<file path="config.mk">
export PLATFORM = sky130hd
export DESIGN_NAME = spread_gated_order_risk_router_unit
export DESIGN_NICKNAME = d
export VERILOG_FILES = /design/src/sv/sgorr_pkg.sv /design/src/sv/spread_gated_order_risk_router_unit.sv
export SDC_FILE = /design/constraint.sdc
export NUM_CORES = 2
export LEC_CHECK = 0
export ABC_AREA = 0
export BUFFER_PORTS_ARGS = -buffer_cell sky130_fd_sc_hd__buf_2
export CAP_MARGIN = 20
export CORE_ASPECT_RATIO = 1.1
export CORE_UTILIZATION = 45
export CTS_CLUSTER_SIZE = 24
export DETAILED_ROUTE_END_ITERATION = 12
export PLACE_DENSITY = 0.74
export SETUP_SLACK_MARGIN = 0.5
export SLEW_MARGIN = 20
export SYNTH_ARGS = -nofsm -noshare
export SYNTH_HDL_FRONTEND = slang
export SYNTH_SLANG_ARGS = --single-unit
export TNS_END_PERCENT = 10
</file>
<file path="constraint.sdc">
create_clock -name clk -period 12.57 [get_ports clk]
set_clock_uncertainty 0.05 [all_clocks]
set_input_delay 0.6285 -clock clk [delete_from_list [all_inputs] [get_ports clk]]
set_output_delay 0.6285 -clock clk [all_outputs]
set_load 0.01 [all_outputs]
</file>
<file path="src/sv/sgorr_pkg.sv">
// types and constants for the spread gated order risk router
// no dependencies; used by spread_gated_order_risk_router_unit
package sgorr_pkg;

	localparam int CNT_W = 32;

	localparam int PRICE_W = 32;
	localparam int QTY_W   = 31;
	localparam int POS_W   = 32;
	localparam int SEQ_W   = 64;
	localparam int LOC_W   = 16;
	localparam int TIME_W  = 64;
	localparam int OUT_CNT_W = 32;
	localparam int WIDE_W  = POS_W + 2;

	localparam logic signed [POS_W-1:0] POS_MAX = {1'b0, {(POS_W-1){1'b1}}};
	localparam logic signed [POS_W-1:0] POS_MIN = {1'b1, {(POS_W-1){1'b0}}};

	typedef enum logic [1:0] {
		KIND_BOOK  = 2'd0,
		KIND_FILL  = 2'd1,
		KIND_CLEAR = 2'd2,
		KIND_NONE  = 2'd3
	} kind_t;

	typedef enum logic [1:0] {
		STAT_NONE      = 2'd0,
		STAT_SUBMITTED = 2'd1,
		STAT_REJECTED  = 2'd2,
		STAT_UNUSED    = 2'd3
	} status_t;

	typedef enum logic [1:0] {
		REG_LONG_LIMIT    = 2'd0,
		REG_SHORT_LIMIT   = 2'd1,
		REG_SPREAD_LIMIT  = 2'd2,
		REG_BASE_QUANTITY = 2'd3
	} reg_idx_t;

	typedef enum logic {
		SIDE_BUY  = 1'b0,
		SIDE_SELL = 1'b1
	} side_t;

	typedef struct packed {
		logic [1:0]          kind;
		logic [PRICE_W-1:0]  best_bid;
		logic [PRICE_W-1:0]  best_ask;
		logic [LOC_W-1:0]    instrument_locate;
		logic [TIME_W-1:0]   time_ns;
		logic [QTY_W-1:0]    filled_quantity;
		logic                fill_was_buy;
	} item_t;

	typedef struct packed {
		status_t             status;
		logic [SEQ_W-1:0]    number;
		side_t               side;
		logic [PRICE_W-1:0]  price;
		logic [QTY_W-1:0]    quantity;
		logic [LOC_W-1:0]    locate;
		logic [TIME_W-1:0]   time_ns;
		logic [POS_W-1:0]    position;
		logic [OUT_CNT_W-1:0] submitted;
		logic [OUT_CNT_W-1:0] rejected;
		logic [OUT_CNT_W-1:0] fills;
	} result_t;

endpackage

</file>
<file path="src/sv/spread_gated_order_risk_router_unit.sv">
// spread gated order router with position risk gate, top level
// depends on sgorr_pkg
//
// usage: market events enter on the in channel (in_valid / in_stall), one item
// being a top-of-book update, a fill or a clear of the statistics counters.
// every item gives exactly one result on the out channel (out_valid /
// out_stall): order status, the proposed order fields and the position and
// counters after the item.
// registers long_limit, short_limit, spread_limit and base_quantity are written
// through the cfg channel (cfg_valid / cfg_ready, index 0 to 3); cfg_ready is
// always high; writes must be made by the user while the block is idle, as
// the block does not enforce it. An accepted item is held in the input register
// and its result in the result register, which drives the out ports.
// throughput: one item per cycle while out_stall is low; the position, sequence
// and counters update as the item moves from the input to the result register.
// when the receiver stalls, the result register holds and the input register
// still takes one more item; in_stall rises only when both are full and
// out_stall is high.
// reset clears position, order sequence, counters, registers and both valids.
module spread_gated_order_risk_router_unit (
	input  logic                              clk,
	input  logic                              arst_n,
	input  logic                              cfg_valid,
	output logic                              cfg_ready,
	input  logic [1:0]                        cfg_index,
	input  logic [31:0]                       cfg_data,
	input  logic                              in_valid,
	output logic                              in_stall,
	input  logic [1:0]                        kind,
	input  logic [sgorr_pkg::PRICE_W-1:0]     best_bid,
	input  logic [sgorr_pkg::PRICE_W-1:0]     best_ask,
	input  logic [sgorr_pkg::LOC_W-1:0]       instrument_locate,
	input  logic [sgorr_pkg::TIME_W-1:0]      time_ns,
	input  logic [sgorr_pkg::QTY_W-1:0]       filled_quantity,
	input  logic                              fill_was_buy,
	output logic                              out_valid,
	input  logic                              out_stall,
	output logic [1:0]                        event_status,
	output logic [sgorr_pkg::SEQ_W-1:0]       order_number,
	output logic                              order_side,
	output logic [sgorr_pkg::PRICE_W-1:0]     order_price,
	output logic [sgorr_pkg::QTY_W-1:0]       order_quantity,
	output logic [sgorr_pkg::LOC_W-1:0]       order_locate,
	output logic [sgorr_pkg::TIME_W-1:0]      order_time_ns,
	output logic signed [sgorr_pkg::POS_W-1:0] current_position,
	output logic [sgorr_pkg::OUT_CNT_W-1:0]   submitted_count,
	output logic [sgorr_pkg::OUT_CNT_W-1:0]   rejected_count,
	output logic [sgorr_pkg::OUT_CNT_W-1:0]   fill_count
);

	localparam int W = sgorr_pkg::WIDE_W;

	// configuration
	logic signed [sgorr_pkg::POS_W-1:0]   long_limit_q;
	logic signed [sgorr_pkg::POS_W-1:0]   short_limit_q;
	logic [sgorr_pkg::PRICE_W-1:0]        spread_limit_q;
	logic [sgorr_pkg::QTY_W-1:0]          base_qty_q;

	// block state
	logic signed [sgorr_pkg::POS_W-1:0]   pos_q;
	logic [sgorr_pkg::SEQ_W-1:0]          seq_q;
	logic [sgorr_pkg::CNT_W-1:0]          sub_cnt_q;
	logic [sgorr_pkg::CNT_W-1:0]          rej_cnt_q;
	logic [sgorr_pkg::CNT_W-1:0]          fill_cnt_q;

	// pipeline
	logic                   valid_s1;
	sgorr_pkg::item_t       item_s1;
	logic                   valid_s2;
	sgorr_pkg::result_t     res_s2;

	logic                   in_accept;
	logic                   adv_s1;
	logic                   out_take;

	// datapath
	logic                                 book_ok;
	logic [sgorr_pkg::PRICE_W-1:0]        spread;
	logic                                 flat;
	logic                                 is_long;
	logic                                 propose;
	logic [sgorr_pkg::QTY_W-1:0]          unwind_qty;
	logic [sgorr_pkg::QTY_W-1:0]          qty;
	logic signed [W-1:0]                  pos_w;
	logic signed [W-1:0]                  qty_w;
	logic signed [W-1:0]                  proj_w;
	logic signed [W-1:0]                  fqty_w;
	logic signed [W-1:0]                  fill_w;
	logic signed [sgorr_pkg::POS_W-1:0]   fill_pos;
	logic                                 reject;
	logic [sgorr_pkg::SEQ_W-1:0]          seq_inc;

	logic signed [sgorr_pkg::POS_W-1:0]   pos_d;
	logic [sgorr_pkg::SEQ_W-1:0]          seq_d;
	logic [sgorr_pkg::CNT_W-1:0]          sub_d;
	logic [sgorr_pkg::CNT_W-1:0]          rej_d;
	logic [sgorr_pkg::CNT_W-1:0]          fill_d;
	sgorr_pkg::result_t                   res_d;

	assign cfg_ready = 1'b1;

	always_ff @(posedge clk or negedge arst_n) begin
		if (!arst_n) begin
			long_limit_q   <= '0;
			short_limit_q  <= '0;
			spread_limit_q <= '0;
			base_qty_q     <= '0;
		end else if (cfg_valid && cfg_ready) begin
			case (cfg_index)
				sgorr_pkg::REG_LONG_LIMIT:    long_limit_q   <= $signed(cfg_data);
				sgorr_pkg::REG_SHORT_LIMIT:   short_limit_q  <= $signed(cfg_data);
				sgorr_pkg::REG_SPREAD_LIMIT:  spread_limit_q <= cfg_data;
				sgorr_pkg::REG_BASE_QUANTITY: base_qty_q     <= cfg_data[sgorr_pkg::QTY_W-1:0];
				default: ;
			endcase
		end
	end

	// handshake
	assign out_take  = valid_s2 && !out_stall;
	assign adv_s1    = valid_s1 && (!valid_s2 || !out_stall);
	assign in_stall  = valid_s1 && !adv_s1;
	assign in_accept = in_valid && !in_stall;

	always_ff @(posedge clk or negedge arst_n) begin
		if (!arst_n) begin
			valid_s1 <= 1'b0;
			valid_s2 <= 1'b0;
		end else begin
			if (in_accept)
				valid_s1 <= 1'b1;
			else if (adv_s1)
				valid_s1 <= 1'b0;
			if (adv_s1)
				valid_s2 <= 1'b1;
			else if (out_take)
				valid_s2 <= 1'b0;
		end
	end

	always_ff @(posedge clk) begin
		if (in_accept) begin
			item_s1.kind              <= kind;
			item_s1.best_bid          <= best_bid;
			item_s1.best_ask          <= best_ask;
			item_s1.instrument_locate <= instrument_locate;
			item_s1.time_ns           <= time_ns;
			item_s1.filled_quantity   <= filled_quantity;
			item_s1.fill_was_buy      <= fill_was_buy;
		end
		if (adv_s1)
			res_s2 <= res_d;
	end

	// order proposal and risk gate
	assign spread  = item_s1.best_ask - item_s1.best_bid;
	assign book_ok = (item_s1.best_bid != '0) && (item_s1.best_ask != '0) &&
		(item_s1.best_ask >= item_s1.best_bid) && (spread <= spread_limit_q);
	assign flat    = (pos_q == '0);
	assign is_long = !pos_q[sgorr_pkg::POS_W-1] && !flat;
	assign propose = (item_s1.kind == sgorr_pkg::KIND_BOOK) && book_ok && (flat || is_long);

	// position is positive here, so its low bits hold it exactly
	assign unwind_qty = ({1'b0, base_qty_q} < pos_q) ? base_qty_q
		: pos_q[sgorr_pkg::QTY_W-1:0];
	assign qty = is_long ? unwind_qty : base_qty_q;

	assign pos_w  = W'(pos_q);
	assign qty_w  = $signed(W'(qty));
	assign proj_w = is_long ? pos_w - qty_w : pos_w + qty_w;
	assign reject = (qty == '0) || (proj_w > W'(long_limit_q)) ||
		(proj_w < W'(short_limit_q));
	assign seq_inc = seq_q + sgorr_pkg::SEQ_W'(1);

	// fill with saturation
	assign fqty_w = $signed(W'(item_s1.filled_quantity));
	assign fill_w = item_s1.fill_was_buy ? pos_w + fqty_w : pos_w - fqty_w;

	always_comb begin
		if (fill_w > W'(sgorr_pkg::POS_MAX))
			fill_pos = sgorr_pkg::POS_MAX;
		else if (fill_w < W'(sgorr_pkg::POS_MIN))
			fill_pos = sgorr_pkg::POS_MIN;
		else
			fill_pos = fill_w[sgorr_pkg::POS_W-1:0];
	end

	always_comb begin
		pos_d  = pos_q;
		seq_d  = seq_q;
		sub_d  = sub_cnt_q;
		rej_d  = rej_cnt_q;
		fill_d = fill_cnt_q;
		res_d  = '0;
		case (item_s1.kind)
			sgorr_pkg::KIND_BOOK: begin
				if (propose) begin
					seq_d            = seq_inc;
					res_d.number     = seq_inc;
					res_d.side       = is_long ? sgorr_pkg::SIDE_SELL : sgorr_pkg::SIDE_BUY;
					res_d.price      = is_long ? item_s1.best_bid : item_s1.best_ask;
					res_d.quantity   = qty;
					res_d.locate     = item_s1.instrument_locate;
					res_d.time_ns    = item_s1.time_ns;
					if (reject) begin
						rej_d        = rej_cnt_q + sgorr_pkg::CNT_W'(1);
						res_d.status = sgorr_pkg::STAT_REJECTED;
					end else begin
						sub_d        = sub_cnt_q + sgorr_pkg::CNT_W'(1);
						res_d.status = sgorr_pkg::STAT_SUBMITTED;
					end
				end
			end
			sgorr_pkg::KIND_FILL: begin
				fill_d = fill_cnt_q + sgorr_pkg::CNT_W'(1);
				pos_d  = fill_pos;
			end
			sgorr_pkg::KIND_CLEAR: begin
				sub_d  = '0;
				rej_d  = '0;
				fill_d = '0;
			end
			default: ;
		endcase
		res_d.position  = pos_d;
		res_d.submitted = sgorr_pkg::OUT_CNT_W'(sub_d);
		res_d.rejected  = sgorr_pkg::OUT_CNT_W'(rej_d);
		res_d.fills     = sgorr_pkg::OUT_CNT_W'(fill_d);
	end

	always_ff @(posedge clk or negedge arst_n) begin
		if (!arst_n) begin
			pos_q      <= '0;
			seq_q      <= '0;
			sub_cnt_q  <= '0;
			rej_cnt_q  <= '0;
			fill_cnt_q <= '0;
		end else if (adv_s1) begin
			pos_q      <= pos_d;
			seq_q      <= seq_d;
			sub_cnt_q  <= sub_d;
			rej_cnt_q  <= rej_d;
			fill_cnt_q <= fill_d;
		end
	end

	assign out_valid        = valid_s2;
	assign event_status     = res_s2.status;
	assign order_number     = res_s2.number;
	assign order_side       = res_s2.side;
	assign order_price      = res_s2.price;
	assign order_quantity   = res_s2.quantity;
	assign order_locate     = res_s2.locate;
	assign order_time_ns    = res_s2.time_ns;
	assign current_position = res_s2.position;
	assign submitted_count  = res_s2.submitted;
	assign rejected_count   = res_s2.rejected;
	assign fill_count       = res_s2.fills;

`ifndef SYNTH
	a_stall_needs_item: assert property (@(posedge clk) disable iff (!arst_n)
		in_stall |-> valid_s1)
		else $error("input stalled with empty input register");

	a_seq_step: assert property (@(posedge clk) disable iff (!arst_n)
		(adv_s1 && res_d.status != sgorr_pkg::STAT_NONE) |=>
		seq_q == $past(seq_q) + sgorr_pkg::SEQ_W'(1))
		else $error("order sequence did not step on an order");

	a_seq_hold: assert property (@(posedge clk) disable iff (!arst_n)
		(res_d.status == sgorr_pkg::STAT_NONE || !adv_s1) |=> $stable(seq_q))
		else $error("order sequence moved without an order");

	a_submit_qty: assert property (@(posedge clk) disable iff (!arst_n)
		(out_valid && res_s2.status == sgorr_pkg::STAT_SUBMITTED) |->
		res_s2.quantity != '0)
		else $error("submitted order with zero quantity");

	a_no_order_fields: assert property (@(posedge clk) disable iff (!arst_n)
		(out_valid && res_s2.status == sgorr_pkg::STAT_NONE) |->
		(res_s2.number == '0 && res_s2.quantity == '0 && res_s2.price == '0))
		else $error("order fields set without an order");
`endif

endmodule

</file>
==> impl_metrics.env <==
export IMPL_cts_root_buf="clkbuf_16"
export IMPL_seqCellArea_sq_um=23530
export IMPL_gp_congestion=0.9269
export IMPL_area_growth_syn_to_layout_pct=16.39
export IMPL_synthArstFlopShare_pct=38.35
export IMPL_portBuffers=556
export IMPL_tns_ns=0
export IMPL_wl_um=119200
export IMPL_fin_util_pct=52.92
export IMPL_cap_violations=0
export IMPL_synth_area_sq_um=43530
export IMPL_min_period_ns=11.00
export IMPL_p_sw_w=0.004657
export IMPL_clk_pin_slew_ns=0.06
export IMPL_yosys_warnings=0
export IMPL_mostFrequentLayoutCells="buf_2 (555), edfxtp_1 (516), nand2_1 (413), dfrtp_1 (321), nor2_1 (281)"
export IMPL_endpoint_kind="flip-flop"
export IMPL_setup_viol=0
export IMPL_start_kind="flip-flop"
export IMPL_wirelength_met1_um=49370
export IMPL_dieArea_sq_um=97980
export IMPL_post_place_ws_ns=1.905
export IMPL_wl_met3_um=8041
export IMPL_drive_gt1_share_pct=20.30
export IMPL_first_pass_iters=6
export IMPL_ant_nets=0
export IMPL_maxSlewViolCount=0
export IMPL_grt_pass1_vias=31140
export IMPL_top_layer_used="met5"
export IMPL_rsz0062_at_grt="no"
export IMPL_min_period_over_period_pct=87.50
export IMPL_switching_share_pct=39.82
export IMPL_io_pins=558
export IMPL_path_max_fanout=20
export IMPL_cts_tree="built"
export IMPL_holdWs_ns=0.06575
export IMPL_clk_latency_ns=0.68
export IMPL_post_cts_buffers=0
export IMPL_power_share_sequential_pct=30.1
export IMPL_cts_buffers=89
export IMPL_synth_edf_count=516
export IMPL_grt_max_degree=101
export IMPL_clock_sinks=837
export IMPL_antenna_found_initial=30
export IMPL_synth_seq_cells=837
export IMPL_die_x_um=298.5
export IMPL_combPwrFrac_pct=46.8
export IMPL_final_cell_area_sq_um=50660
export IMPL_hold_viol_final=0
export IMPL_multiInputGateArea_sq_um=18660
export IMPL_grt_ovfl_total=0
export IMPL_route_met2_wl_um=57310
export IMPL_drtIter0Drc=2454
export IMPL_required_ns=13.05
export IMPL_core_area_sq_um=95740
export IMPL_fin_nets=4943
export IMPL_vias_per_cell=5.556
export IMPL_crit_type="reg2reg"
export IMPL_ys_types=84
export IMPL_outcome="finished, final reports clean"
export IMPL_clockBufferDepth=3
export IMPL_cp_slowest_cell="nand3_1"
export IMPL_max_freq_mhz=90.92
export IMPL_power_density_nw_per_um2=230.8
export IMPL_die_h_um=328.2
export IMPL_track_usage_pct=23.85
export IMPL_fill_cells=8274
export IMPL_setup_ws_ns=1.571
export IMPL_final_common_cell="buf_2"
export IMPL_synth_nets=4421
export IMPL_place_hpwl_um=86740
export IMPL_wl_per_cell_um=20.38
export IMPL_ys_seq_area_share_pct=54.05
export IMPL_hold_buffers=1
export IMPL_initial_core_util_pct=45.47
export IMPL_h_tree_depth=3
export IMPL_synthesis_instances=3969
export IMPL_cts_resized=0
export IMPL_crit_arrival_ns=11.48
export IMPL_relSlewSlack_pct=26.05
export IMPL_tightest_slew_ns=1.109
export IMPL_worst_ir_drop_vdd_mv=0.2054
export IMPL_via_count=32500
export IMPL_p_int_w=0.007038
export IMPL_clkPwrFrac_pct=23.0
export IMPL_syn_area_per_cell_sq_um=10.97
export IMPL_placed_area_sq_um=47620
export IMPL_num_rows=119
export IMPL_crit_path_max_incr_delay_ns=0.76
export IMPL_hold_path_class="in2reg"
export IMPL_cellLeakagePower_nw=21.43
export IMPL_yosys_most_used_dff="edfxtp_1"
export IMPL_drc_errors=0
export IMPL_grt_pass1_wl_um=181500
[registers in the layout, indices dropped and copies added (netlist names), 32 cells and up]
| signal | count |
|---|---|
| item_s1 | 147 |
| order_number | 64 |
| order_time_ns | 64 |
| seq_q | 64 |
| current_position | 32 |
| fill_cnt_q | 32 |
| fill_count | 32 |
| long_limit_q | 32 |
| order_price | 32 |
| pos_q | 32 |
| rej_cnt_q | 32 |
| rejected_count | 32 |
| short_limit_q | 32 |
| spread_limit_q | 32 |
| sub_cnt_q | 32 |
| submitted_count | 32 |
[path summary, 6_finish.rpt]
path / slack, ns / start / endpoint / depth (start not counted)
setup / recovery: 1.57 / pos_q[7]$_DFFE_PN0P_ / rej_cnt_q[22]$_DFFE_PN0P_ / 35
hold / removal: 0.07 / time_ns[45] / item_s1[77]$_DFFE_PP_ / 1
setup reg to reg: 1.57 / pos_q[7]$_DFFE_PN0P_ / rej_cnt_q[22]$_DFFE_PN0P_ / 35
hold reg to reg: 0.45 / seq_q[63]$_DFFE_PN0P_ / seq_q[63]$_DFFE_PN0P_ / 1
max in group asynchronous: 9.81 / arst_n / seq_q[0]$_DFFE_PN0P_ / 4
min in group asynchronous: 0.51 / arst_n / rej_cnt_q[12]$_DFFE_PN0P_ / 2
[routing by layer]
metal,global-route usage [%],vias to the layer above
met3,4.795,246
met1,30.91,15710
li1,-,15480
met2,39.16,1026
met4,9.476,36
met5,0,-
[area by class of cell]
| type | count | share of cell area (%) |
|---|---|---|
| clock buffer | 109 | 4.685 |
| tap | 1270 | 3.136 |
| sequential | 837 | 46.44 |
| inverter | 210 | 1.571 |
| clock inverter | 57 | 1.220 |
| multi-input combinational | 2761 | 36.83 |
| timing repair buffer | 592 | 6.051 |
| antenna | 14 | 0.06915 |
[cells in the mapped netlist, drive strengths merged, types with 43 or more instances]
library cell  instances  area, sq um
nand3                92        460.4
a21oi               257         1298
o31ai                99        743.2
and3                 49        306.5
nor3                 43        215.2
clkbuf              132        496.7
o21ai               213         1066
mux2                154         1734
xnor2               136         1191
nor2                285         1072
ha                  232         2903
dfrtp               321         8033
a21o                 76        570.6
nand2               416         1564
and2                109        681.9
xor2                143         1252
inv                 210        788.3
edfxtp              516        15490
nand4                62        387.9
[worst max-delay path: cells and delay by family (launching register included)]
family                   cells  cell delay [ns]
AO/OA/AOI/OAI               21             6.33
AND/OR/NAND/NOR              9             2.48
adder cells (fa/ha/maj)      4             1.34
flip-flops                   1             0.50
buffers and inverters        1             0.10
[cells by family after synthesis]
group           synth area share [%]
xor+xnor                       5.614
compound gates                 12.75
fa+ha+maj                      6.945
buf+inv                        3.274
simple gates                   13.10
mux                            4.260
flops                          54.05
other cells                 0.008615
[power by group through the flow]
stage / sequential (W) / clock, W / combinational (W)
final: 0.00352 / 0.00270 / 0.00548
after global routing: 0.00356 / 0.00286 / 0.00614
after CTS: 0.00352 / 0.00275 / 0.00544
after detailed placement: 0.00357 / 0 / 0.00540
after global placement: 0.00357 / 0 / 0.00530
after floorplan: 0.00358 / 0 / 0.00390
[stage by stage]
stage,power [W],std cells
after floorplan,0.007484,3969
after global routing,0.01255,5840
after global placement,0.008865,5669
after CTS,0.01172,5836
final,0.01169,5850
after detailed placement,0.008978,5669
Power figures use the tool's default switching activity.
